### src/rtl/pse_pkg.sv
// Shared types, constants and codes for the postfix stack evaluator.
`timescale 1ns / 1ps
package pse_pkg;

    localparam int STACK_DEPTH = 16;
    localparam int SP_W        = $clog2(STACK_DEPTH + 1);
    localparam int IDX_W       = (STACK_DEPTH > 1) ? $clog2(STACK_DEPTH) : 1;

    localparam int MUL_STEPS   = 32;
    localparam int DIV_STEPS   = 48;
    localparam int CNT_W       = $clog2(DIV_STEPS);

    // token kinds
    localparam logic [1:0] MODE_NUM = 2'd0;
    localparam logic [1:0] MODE_OP  = 2'd1;
    localparam logic [1:0] MODE_END = 2'd2;

    // operators
    localparam logic [1:0] OP_ADD = 2'd0;
    localparam logic [1:0] OP_SUB = 2'd1;
    localparam logic [1:0] OP_MUL = 2'd2;
    localparam logic [1:0] OP_DIV = 2'd3;

    // status codes
    localparam logic [1:0] ST_OK      = 2'd0;
    localparam logic [1:0] ST_DIVZERO = 2'd1;
    localparam logic [1:0] ST_UNDER   = 2'd2;
    localparam logic [1:0] ST_OVER    = 2'd3;

    typedef struct packed {
        logic [1:0]         mode;
        logic signed [15:0] number_value;
        logic [1:0]         operator_code;
    } t_in;

    typedef struct packed {
        logic signed [31:0] result_value;
        logic [1:0]         status;
    } t_out;

    typedef struct packed {
        logic             rd_en;
        logic [IDX_W-1:0] rd_addr;
        logic             wr_en;
        logic [IDX_W-1:0] wr_addr;
        logic [31:0]      wr_data;
    } t_stk_ctl;

    typedef struct packed {
        logic        start;
        logic [1:0]  op;
        logic [31:0] left;
        logic [31:0] right;
    } t_alu_req;

    typedef struct packed {
        logic        done;
        logic [31:0] result;
    } t_alu_rsp;

endpackage

### src/rtl/postfix_stack_evaluator.sv
// Top level: token sequencer around the operand stack and the arithmetic unit.
//
//  channel | direction | payload | handshake
//  --------+-----------+---------+------------------------------
//  in      | input     | t_in    | i_in_valid / o_in_stall
//  out     | output    | t_out   | o_out_valid / i_out_stall
//
// A number token is pushed from idle. An operator reads the right, then the left operand,
// then runs pse_alu; multiply and divide take the bit-serial steps of its shared adder.
// An end token reads the top of stack if it is not empty or in error, then waits for the output register to drain.
// Reset empties the stack, clears the status and drops o_out_valid.
// The output register holds a result under stall while the next tokens are taken.
`timescale 1ns / 1ps
module postfix_stack_evaluator (
    input  logic          i_clk,
    input  logic          i_rst_n,
    input  logic          i_in_valid,
    output logic          o_in_stall,
    input  pse_pkg::t_in  i_in,
    output logic          o_out_valid,
    input  logic          i_out_stall,
    output pse_pkg::t_out o_out
);
    import pse_pkg::*;

    typedef enum logic [5:0] {
        S_IDLE     = 6'b000001,
        S_RD_L     = 6'b000010,
        S_ALU_GO   = 6'b000100,
        S_ALU_WAIT = 6'b001000,
        S_END_RD   = 6'b010000,
        S_EMIT     = 6'b100000
    } t_state;

    t_state          r_state, n_state;
    logic [SP_W-1:0] r_sp, n_sp;
    logic [1:0]      r_err, n_err;
    logic [1:0]      r_op, n_op;
    logic [31:0]     r_right, n_right;
    logic [31:0]     r_res, n_res;
    logic [1:0]      r_res_st, n_res_st;
    logic            r_out_valid, n_out_valid;
    t_out            r_out, n_out;

    t_stk_ctl        stk_ctl;
    t_alu_req        alu_req;
    t_alu_rsp        alu_rsp;
    logic [31:0]     rd_data;
    logic [SP_W-1:0] sp_m1, sp_m2;

    assign sp_m1 = r_sp - SP_W'(1);
    assign sp_m2 = r_sp - SP_W'(2);

    always_comb begin
        n_state     = r_state;
        n_sp        = r_sp;
        n_err       = r_err;
        n_op        = r_op;
        n_right     = r_right;
        n_res       = r_res;
        n_res_st    = r_res_st;
        n_out_valid = r_out_valid & i_out_stall;
        n_out       = r_out;
        stk_ctl     = '0;
        alu_req     = '0;
        alu_req.op    = r_op;
        alu_req.left  = rd_data;
        alu_req.right = r_right;
        unique case (r_state)
            S_IDLE: begin
                if (i_in_valid) begin
                    unique case (i_in.mode)
                        MODE_NUM: begin
                            if (r_err == ST_OK) begin
                                if (r_sp >= SP_W'(STACK_DEPTH)) begin
                                    n_err = ST_OVER;
                                end else begin
                                    stk_ctl.wr_en   = 1'b1;
                                    stk_ctl.wr_addr = r_sp[IDX_W-1:0];
                                    stk_ctl.wr_data = {i_in.number_value, 16'd0};
                                    n_sp            = r_sp + SP_W'(1);
                                end
                            end
                        end
                        MODE_OP: begin
                            if (r_err == ST_OK) begin
                                if (r_sp < SP_W'(2)) begin
                                    n_err = ST_UNDER;
                                end else begin
                                    stk_ctl.rd_en   = 1'b1;
                                    stk_ctl.rd_addr = sp_m1[IDX_W-1:0];
                                    n_op            = i_in.operator_code;
                                    n_state         = S_RD_L;
                                end
                            end
                        end
                        MODE_END: begin
                            n_sp  = '0;
                            n_err = ST_OK;
                            n_res = '0;
                            if (r_err != ST_OK) begin
                                n_res_st = r_err;
                                n_state  = S_EMIT;
                            end else if (r_sp == '0) begin
                                n_res_st = ST_UNDER;
                                n_state  = S_EMIT;
                            end else begin
                                stk_ctl.rd_en   = 1'b1;
                                stk_ctl.rd_addr = sp_m1[IDX_W-1:0];
                                n_res_st        = ST_OK;
                                n_state         = S_END_RD;
                            end
                        end
                        default: ;  // unused token kind is dropped
                    endcase
                end
            end
            S_RD_L: begin
                // right operand on the read port; fetch the left one
                n_right         = rd_data;
                stk_ctl.rd_en   = 1'b1;
                stk_ctl.rd_addr = sp_m2[IDX_W-1:0];
                n_state         = S_ALU_GO;
            end
            S_ALU_GO: begin
                if ((r_op == OP_DIV) && (r_right == '0)) begin
                    n_err   = ST_DIVZERO;
                    n_state = S_IDLE;
                end else begin
                    alu_req.start = 1'b1;
                    n_state       = S_ALU_WAIT;
                end
            end
            S_ALU_WAIT: begin
                if (alu_rsp.done) begin
                    stk_ctl.wr_en   = 1'b1;
                    stk_ctl.wr_addr = sp_m2[IDX_W-1:0];
                    stk_ctl.wr_data = alu_rsp.result;
                    n_sp            = sp_m1;
                    n_state         = S_IDLE;
                end
            end
            S_END_RD: begin
                n_res   = rd_data;
                n_state = S_EMIT;
            end
            S_EMIT: begin
                if (!r_out_valid || !i_out_stall) begin
                    n_out_valid        = 1'b1;
                    n_out.result_value = r_res;
                    n_out.status       = r_res_st;
                    n_state            = S_IDLE;
                end
            end
            default: n_state = S_IDLE;
        endcase
    end

    always_ff @(posedge i_clk) begin
        if (!i_rst_n) begin
            r_state     <= S_IDLE;
            r_sp        <= '0;
            r_err       <= ST_OK;
            r_out_valid <= 1'b0;
        end else begin
            r_state     <= n_state;
            r_sp        <= n_sp;
            r_err       <= n_err;
            r_out_valid <= n_out_valid;
        end
        r_op     <= n_op;
        r_right  <= n_right;
        r_res    <= n_res;
        r_res_st <= n_res_st;
        r_out    <= n_out;
    end

    pse_stack u_stack (
        .i_clk     (i_clk),
        .i_ctl     (stk_ctl),
        .o_rd_data (rd_data)
    );

    pse_alu u_alu (
        .i_clk   (i_clk),
        .i_rst_n (i_rst_n),
        .i_req   (alu_req),
        .o_rsp   (alu_rsp)
    );

    assign o_in_stall  = (r_state != S_IDLE);
    assign o_out_valid = r_out_valid;
    assign o_out       = r_out;

endmodule

### src/rtl/pse_stack.sv
// Operand stack storage: one write port, one registered read port.
`timescale 1ns / 1ps
module pse_stack (
    input  logic              i_clk,
    input  pse_pkg::t_stk_ctl i_ctl,
    output logic [31:0]       o_rd_data
);
    import pse_pkg::*;

    logic [31:0] r_mem [STACK_DEPTH];
    logic [31:0] r_rd_data;

    always_ff @(posedge i_clk) begin
        if (i_ctl.wr_en) begin
            r_mem[i_ctl.wr_addr] <= i_ctl.wr_data;
        end
        if (i_ctl.rd_en) begin
            r_rd_data <= r_mem[i_ctl.rd_addr];
        end
    end

    assign o_rd_data = r_rd_data;

endmodule

### src/rtl/pse_alu.sv
// Q16.16 arithmetic unit: registered add/sub, shared shift-add multiply and restoring divide.
`timescale 1ns / 1ps
module pse_alu (
    input  logic              i_clk,
    input  logic              i_rst_n,
    input  pse_pkg::t_alu_req i_req,
    output pse_pkg::t_alu_rsp o_rsp
);
    import pse_pkg::*;

    typedef enum logic [2:0] {
        A_IDLE = 3'b001,
        A_RUN  = 3'b010,
        A_SAT  = 3'b100
    } t_alu_state;

    t_alu_state       r_state, n_state;
    logic [CNT_W-1:0] r_cnt, n_cnt;
    logic             r_is_div, n_is_div;
    logic             r_neg, n_neg;
    logic [31:0]      r_opnd, n_opnd;
    logic [31:0]      r_hi, n_hi;
    logic [47:0]      r_lo, n_lo;
    logic             r_done, n_done;
    logic [31:0]      r_result, n_result;

    logic [31:0] mag_l, mag_r;
    logic [32:0] addsub;
    logic [32:0] a_op;
    logic [31:0] b_op;
    logic [33:0] step_sum;
    logic        ge;
    logic [47:0] mag48;

    function automatic logic [31:0] sat_add(input logic [32:0] s);
        logic [31:0] v;
        if (s[32] != s[31]) begin
            v = s[32] ? 32'h8000_0000 : 32'h7FFF_FFFF;
        end else begin
            v = s[31:0];
        end
        return v;
    endfunction

    function automatic logic [31:0] sat_signmag(input logic neg, input logic [47:0] m);
        logic [31:0] v;
        if (neg) begin
            v = (m >= 48'h0000_8000_0000) ? 32'h8000_0000 : 32'(-m[31:0]);
        end else begin
            v = (m > 48'h0000_7FFF_FFFF) ? 32'h7FFF_FFFF : m[31:0];
        end
        return v;
    endfunction

    assign mag_l = i_req.left[31]  ? 32'(-i_req.left)  : i_req.left;
    assign mag_r = i_req.right[31] ? 32'(-i_req.right) : i_req.right;

    always_comb begin
        if (i_req.op == OP_SUB) begin
            addsub = {i_req.left[31], i_req.left} - {i_req.right[31], i_req.right};
        end else begin
            addsub = {i_req.left[31], i_req.left} + {i_req.right[31], i_req.right};
        end
    end

    // shared adder: multiply adds the multiplicand, divide trial-subtracts the divisor
    assign a_op     = r_is_div ? {r_hi[31:0], r_lo[47]} : {1'b0, r_hi[31:0]};
    assign b_op     = (r_is_div || r_lo[0]) ? r_opnd : 32'd0;
    assign step_sum = r_is_div ? ({1'b0, a_op} - {2'b00, b_op})
                               : ({1'b0, a_op} + {2'b00, b_op});
    assign ge       = ~step_sum[33];
    assign mag48    = r_is_div ? r_lo : {r_hi[31:0], r_lo[31:16]};

    always_comb begin
        n_state  = r_state;
        n_cnt    = r_cnt;
        n_is_div = r_is_div;
        n_neg    = r_neg;
        n_opnd   = r_opnd;
        n_hi     = r_hi;
        n_lo     = r_lo;
        n_done   = 1'b0;
        n_result = r_result;
        unique case (r_state)
            A_IDLE: begin
                if (i_req.start) begin
                    n_neg = i_req.left[31] ^ i_req.right[31];
                    n_hi  = '0;
                    unique case (i_req.op)
                        OP_ADD, OP_SUB: begin
                            n_result = sat_add(addsub);
                            n_done   = 1'b1;
                        end
                        OP_MUL: begin
                            n_is_div = 1'b0;
                            n_lo     = {16'd0, mag_r};
                            n_opnd   = mag_l;
                            n_cnt    = CNT_W'(MUL_STEPS - 1);
                            n_state  = A_RUN;
                        end
                        OP_DIV: begin
                            n_is_div = 1'b1;
                            n_lo     = {mag_l, 16'd0};
                            n_opnd   = mag_r;
                            n_cnt    = CNT_W'(DIV_STEPS - 1);
                            n_state  = A_RUN;
                        end
                    endcase
                end
            end
            A_RUN: begin
                if (r_is_div) begin
                    // partial remainder stays below the divisor, so 32 bits hold it
                    n_hi = ge ? step_sum[31:0] : a_op[31:0];
                    n_lo = {r_lo[46:0], ge};
                end else begin
                    n_hi = step_sum[32:1];
                    n_lo = {16'd0, step_sum[0], r_lo[31:1]};
                end
                if (r_cnt == '0) begin
                    n_state = A_SAT;
                end else begin
                    n_cnt = r_cnt - CNT_W'(1);
                end
            end
            A_SAT: begin
                n_result = sat_signmag(r_neg, mag48);
                n_done   = 1'b1;
                n_state  = A_IDLE;
            end
            default: n_state = A_IDLE;
        endcase
    end

    always_ff @(posedge i_clk) begin
        if (!i_rst_n) begin
            r_state <= A_IDLE;
            r_done  <= 1'b0;
        end else begin
            r_state <= n_state;
            r_done  <= n_done;
        end
        r_cnt    <= n_cnt;
        r_is_div <= n_is_div;
        r_neg    <= n_neg;
        r_opnd   <= n_opnd;
        r_hi     <= n_hi;
        r_lo     <= n_lo;
        r_result <= n_result;
    end

    assign o_rsp.done   = r_done;
    assign o_rsp.result = r_result;

endmodule

### config.mk
export PLATFORM = sky130hd
export DESIGN_NAME = postfix_stack_evaluator
export DESIGN_NICKNAME = d
export VERILOG_FILES = /design/src/rtl/pse_pkg.sv /design/src/rtl/postfix_stack_evaluator.sv /design/src/rtl/pse_stack.sv /design/src/rtl/pse_alu.sv
export SDC_FILE = /design/constraint.sdc
export NUM_CORES = 2
export LEC_CHECK = 0
export BUFFER_PORTS_ARGS = -buffer_cell sky130_fd_sc_hd__clkbuf_2
export CORE_MARGIN = 2
export CORE_UTILIZATION = 45
export CTS_CLUSTER_SIZE = 12
export DETAILED_ROUTE_END_ITERATION = 6
export GPL_TIMING_DRIVEN = 0
export PLACE_DENSITY = 0.57
export SLEW_MARGIN = 15
export SYNTH_ARGS = -nofsm -noshare
export SYNTH_HDL_FRONTEND = slang
export SYNTH_SLANG_ARGS = --single-unit
export TNS_END_PERCENT = 30
### constraint.sdc
create_clock -name i_clk -period 15.7 [get_ports i_clk]
set_input_delay 2.355 -clock i_clk [delete_from_list [all_inputs] [get_ports i_clk]]
set_output_delay 2.355 -clock i_clk [all_outputs]
set_load 0.05 [all_outputs]
Word level (Yosys, flattened, before mapping) --
Memory sizes are Yosys's and may differ from the RTL's. A register that Yosys moved wholly into a read port is not among the register bits. Cells that the tools add are included.
Operators by class: reductions and logical operators 34, shift-type cells 0, multiply operators 0, divide/modulo/power cells 0, $lt $le $gt $ge 4, multiplexer cells 83, bitwise operators 4, eq/ne operators 36, add/subtract/negate cells 11
Operators with widths (number):
- $mux 32 | 15
- $pmux 32 s2 | 4
- $pmux 48 s2 | 2
- $mux 37 | 4
- $mux 48 | 3
- $neg 32->32 | 3
- $pmux 37 s2 | 1
- $mux 33 | 2
- $mux 6 | 9
- $ge 48x32->1 const B | 1
- $gt 48x31->1 const B | 1
- $mux 42 | 1
- $mux 5 | 8
- $pmux 5 s2 | 4
- $pmux 6 s2 | 3
- $pmux 6 s6 | 1
- $add 33x32->34 | 1
- $mux 34 | 1
- $sub 33x32->34 | 1
- $add 32x32->33 | 1
- $sub 32x32->33 | 1
- $logic_not 32->1 | 1
- $ne 3x3->1 const B | 7
- $reduce_and 3->1 | 6
- other kinds (47) | 91
Storage, ports and cells: memory bits (writable) 512, logic and storage cells 192, memories 1, bits in latches 0, bits in read-only memories 0, register bits after elaboration 272
Memory list:
- u_stack.r_mem | words 16, bits a word 32, rd ports 1, clocked after Yosys merged registers in 1, wr ports 1, RTL line pse_stack.sv:10 | logic [31:0] r_mem [STACK_DEPTH];

Longest topological paths before layout --
word-level depth 8, mapped depth 24, gate-level depth less buffers 19

Hierarchy --
Synthesis repeated with hierarchy kept, for this count alone.
Unflattened totals: cell total of the unflattened synthesis 3111, area total of the unflattened synthesis 40776.6 µm²
Modules (own cells, without submodules):
- pse_stack | instances 1, area an instance 20156.8 µm², cells each 838
- pse_alu | instances 1, area an instance 15841.4 µm², cells each 1929
- postfix_stack_evaluator | instances 1, area an instance 4778.3 µm², cells each 344

Worst setup path before layout --
Ideal clock, no wire load.
kind input to register, from in i_in[18] (netlist name), to mem u_stack.r_mem[1][0] (enable), data required time 15279 ps, arrival time 4823 ps, stages 9, library setup time 421 ps, path buffers 1, setup slack 10456 ps, cell sequence inv_1 > ha_1 > nand2_1 > nor3_1 > clkbuf_1 > nand2_1 > o21ai_0 > nand2_1 > nor2_1
Between the ends: longest elaborated chain between the ends 6
Ends and longest elaborated chain:
- start: declaration | RTL line postfix_stack_evaluator.sv:19 | input pse_pkg::t_in i_in,
- $logic_not 2->1 (*) | RTL line postfix_stack_evaluator.sv:72 | unique case (i_in.mode)
- $mux 37 (*) | RTL line postfix_stack_evaluator.sv:72
- $mux 42 (*) | RTL line postfix_stack_evaluator.sv:71 | if (i_in_valid) begin
- $pmux 37 s2 (*) | RTL line postfix_stack_evaluator.sv:69 | unique case (r_state)
- $mux 1 | RTL line pse_stack.sv:14 | if (i_ctl.wr_en) begin
- $mux 1 (not written as such) | RTL line pse_stack.sv:15 | r_mem[i_ctl.wr_addr] <= i_ctl.wr_data;
- end: declaration | RTL line pse_stack.sv:10
Every way passes the cells marked *; elsewhere a longest branch is shown, timed or not.

Final worst setup path --
from reg u_alu.r_is_div, to reg u_alu.r_hi[31] (data pin)
Between the ends: longest elaborated chain between the ends 7, elaborated cells between the ends (all ways) 9, those cells by class add/sub: 2; mux: 6; reduce/logical: 1
Ends and longest elaborated chain:
- start: declaration | RTL line pse_alu.sv:19 | logic r_is_div, n_is_div;
- start signal: assignment | RTL line pse_alu.sv:144 | r_is_div <= n_is_div;
- $logic_or 1x1->1 | RTL line pse_alu.sv:68 | assign b_op = (r_is_div || r_lo[0]) ? r_opnd : 32'd0;
- $mux 32 | RTL line pse_alu.sv:68
- $add 33x32->34 / $sub 33x32->34 (equally long branches) | RTL line pse_alu.sv:70, pse_alu.sv:69
- $mux 34 | RTL line pse_alu.sv:69 | assign step_sum = r_is_div ? ({1'b0, a_op} - {2'b00, b_op})
- $mux 32 | RTL line pse_alu.sv:114 | n_hi = ge ? step_sum[31:0] : a_op[31:0];
- $mux 32 (*) | RTL line pse_alu.sv:112 | if (r_is_div) begin
- $pmux 32 s2 (*) | RTL line pse_alu.sv:84 | unique case (r_state)
- end signal: assignment | RTL line pse_alu.sv:147 | r_hi <= n_hi;
- end: declaration | RTL line pse_alu.sv:22 | logic [31:0] r_hi, n_hi;
Marks and branches as above. A chain may end at the register's enable or synchronous reset.

==> results.sh <==
export IMPL_synth_edf_count=798
export IMPL_drc=0
export IMPL_yosysSeqAreaShare=0.588
export IMPL_critPathLaunchType="flop"
export IMPL_die_w_microns=307
export IMPL_p_switching_mw=1.88
export IMPL_wl_mm=137
export IMPL_postCtsHoldBufs=0
export IMPL_cts_tree="built"
export IMPL_synthToLayoutAreaGrowth_pct=12.8
export IMPL_rows=111
export IMPL_status="finished clean"
export IMPL_path_class="flop to flop"
export IMPL_max_slew_margin=0.209
export IMPL_ir_drop_mv=0.0945
export IMPL_cts_root_buf="clkbuf_16"
export IMPL_p_comb_frac=0.218
export IMPL_yosys_warnings=0
export IMPL_layout_nets=4040
export IMPL_postCtsSetupBuffers=0
export IMPL_worstPathArrival_ns=8.56
export IMPL_pwr_share_clk=0.352
export IMPL_slew_violations=0
export IMPL_start_util=0.453
export IMPL_drtAntennaViolNets=0
export IMPL_cp_max_fo=10
export IMPL_fp_dieArea_sq_mm=0.0944
export IMPL_p_int_mw=4.06
export IMPL_vias_per_cell=6.01
export IMPL_critPathCaptureType="flop"
export IMPL_drt_initial_drc_count=3754
export IMPL_grt_max_degree=50
export IMPL_hold_class="flop to flop"
export IMPL_worst_slew_pin_slew_ns=1.17
export IMPL_dp_hpwl_mm=100
export IMPL_holdPathStages=0
export IMPL_clk_latency_ns=0.69
export IMPL_setup_viol=0
export IMPL_rsz0062_at_grt="no"
export IMPL_leakage_nw=16.3
export IMPL_synth_fp_nets=3869
export IMPL_cts_resized=0
export IMPL_ios=60
export IMPL_first_global_vias=29500
export IMPL_fin_crit_sh=0.514
export IMPL_drt_pass1_iter_count=6
export IMPL_worst_slack_ns=7.64
export IMPL_switching_share=0.316
export IMPL_period_needed_ns=8.06
export IMPL_nFillCells=8239
export IMPL_multi_input_area_sq_mm=0.0161
export IMPL_place_ws_ns=7.93
export IMPL_cts_clk_slew_worst_paths_ns=0.06
export IMPL_synth_distinct_cells=95
export IMPL_die_y_microns=307
export IMPL_clock_sinks=816
export IMPL_antenna_found_initial=2
export IMPL_vias=31200
export IMPL_grt_pass1_wl_mm=199
export IMPL_synthCells=3764
export IMPL_diodes=0
export IMPL_syn_area_sq_mm=0.0414
export IMPL_cp_required_ns=16.19
export IMPL_grt_total_usage=0.287
export IMPL_total_power_mw=5.94
export IMPL_regArea_sq_mm=0.0243
export IMPL_ys_ff_latch=816
export IMPL_final_hold_viol_count=0
export IMPL_tns_ns=0
export IMPL_grt_overflow_total=0
export IMPL_pwr_share_seq=0.429
export IMPL_syn_area_per_cell_sq_um=11.0
export IMPL_clock_fmax_ghz=0.124
export IMPL_p_per_area_mw_per_mm2=127
export IMPL_gp_congestion=0.963
export IMPL_numCtsBuffers=90
export IMPL_wl_per_cell_microns=26.3
export IMPL_clockBufferDepth=3
export IMPL_core_sq_mm=0.0914
export IMPL_portBuffers=59
export IMPL_maxCapViolCount=0
export IMPL_final_layout_size_suffix_gt1_frac=0.0816
export IMPL_synth_ff_type="edfxtp_1"
export IMPL_cts_htree_levels=3
export IMPL_skew_ns=0.0431
export IMPL_async_flop_share=0
export IMPL_reg2reg_depth=18
[flip-flops by register name (all words and copies together) (netlist names), 2 cells and up]
| register | count |
|---|---|
| u_alu.r_result | 32 |
| r_state | 6 |
| r_sp | 5 |
| o_out | 34 |
| u_alu.r_state | 3 |
| r_res | 32 |
| u_alu.r_hi | 32 |
| u_alu.r_opnd | 32 |
| r_err | 2 |
| r_right | 32 |
| u_alu.r_lo | 48 |
| r_op | 2 |
| u_stack.r_mem | 512 |
| u_alu.r_cnt | 6 |
| r_res_st | 2 |
| u_stack.o_rd_data | 32 |
[power groups by stage]
stage          clock [mW]  sequential, mW  combinational, mW
6_report             2.09            2.55               1.30
5_1_grt              2.20            2.55               1.39
4_1_cts              2.12            2.55               1.28
3_5_place_dp            0            2.59               1.27
3_3_place_gp            0            2.60               1.25
2_1_floorplan           0            2.57              0.772
[Yosys cell counts, drive strengths merged, types with 55 or more instances]
cell type	number	area, sq um
a21oi	226	1170
clkbuf	199	748
and3	94	593
ha	79	988
a311oi	99	867
mux2i	94	941
nor3	55	287
nand2	772	2900
xor2	105	920
o21ai	151	759
nand3	161	811
nor2	166	626
edfxtp	798	24000
a31oi	70	438
[cell type report]
class,instances,area share
sequential,816,0.521
multi-input combinational,2664,0.345
clock buffer,114,0.0509
tap,1186,0.0318
buffer,238,0.0205
timing repair buffer,79,0.0158
clock inverter,48,0.0111
inverter,46,0.00370
[final timing paths]
kind                            startpoint                            to  slack (ns)
hold / removal      r_res[6]$_SDFFCE_PP0P_            o_out[8]$_DFFE_PP_        0.41
setup reg to reg  u_alu.r_is_div$_DFFE_PP_  u_alu.r_hi[31]$_SDFFCE_PN0P_        7.64
setup / recovery  u_alu.r_is_div$_DFFE_PP_  u_alu.r_hi[31]$_SDFFCE_PN0P_        7.64
hold reg to reg     r_res[6]$_SDFFCE_PP0P_            o_out[8]$_DFFE_PP_        0.41
[kinds of logic (layout without fill, tap and decap cells)]
kind of cell	Yosys count	after routing	share of synthesized area
buf+inv	284	525	0.0273
flops	816	816	0.588
mux	128	128	0.0320
xor+xnor	149	149	0.0315
fa+ha+maj	81	81	0.0248
simple gates	1462	1462	0.161
compound gates	844	844	0.135
[through the flow]
step / utilization / instance area [sq um] / std cells / hold WS [ns]
final: 0.511 / 46700 / 5191 / 0.414
after global routing: 0.511 / 46700 / 5191 / 0.416
after global placement: 0.472 / 43200 / 5009 / 0.403
after floorplan: - / 41400 / 3764 / 0.400
after CTS: 0.511 / 46700 / 5191 / 0.418
after detailed placement: 0.479 / 43800 / 5029 / 0.405
[per-layer routing]
metal / track usage / wire length (microns) / up-vias
met5: 0 / 0 / -
met4: 0.110 / 5700 / 0
met3: 0.0361 / 9200 / 257
met2: 0.476 / 64900 / 1312
met1: 0.384 / 56700 / 15200
li1: - / - / 14400
[placed cells by master (no fill, tap or decap), types with 38 or more instances in the layout]
cell type,count
clkbuf_2,60
mux2i_1,94
ha_1,79
xnor2_1,44
nor3_1,54
clkbuf_16,91
and2_1,50
edfxtp_1,798
a311oi_1,99
nand3_1,160
inv_1,42
a31oi_1,70
a21oi_1,216
nand2_1,769
xor2_1,105
o21ai_0,148
and3_1,93
clkbuf_1,220
a211oi_1,40
nor2_1,149
o22ai_1,38
[worst max-delay path, cell delays in order (launching register included)]
cell      delay, ns
edfxtp_1       0.34
clkbuf_1       0.43
clkbuf_1       0.64
buf_2          0.42
buf_2          0.30
buf_2          0.36
clkbuf_1       0.57
clkbuf_1       0.72
clkbuf_1       0.52
o22ai_1        0.24
ha_1           0.42
a211o_1        0.33
o21ai_0        0.37
nand3_1        0.20
a41o_1         0.36
o211a_1        0.38
o21ai_0        0.78
a21oi_1        0.18
a211oi_1       0.29
Note: power is estimated with default switching activity, not from simulation.
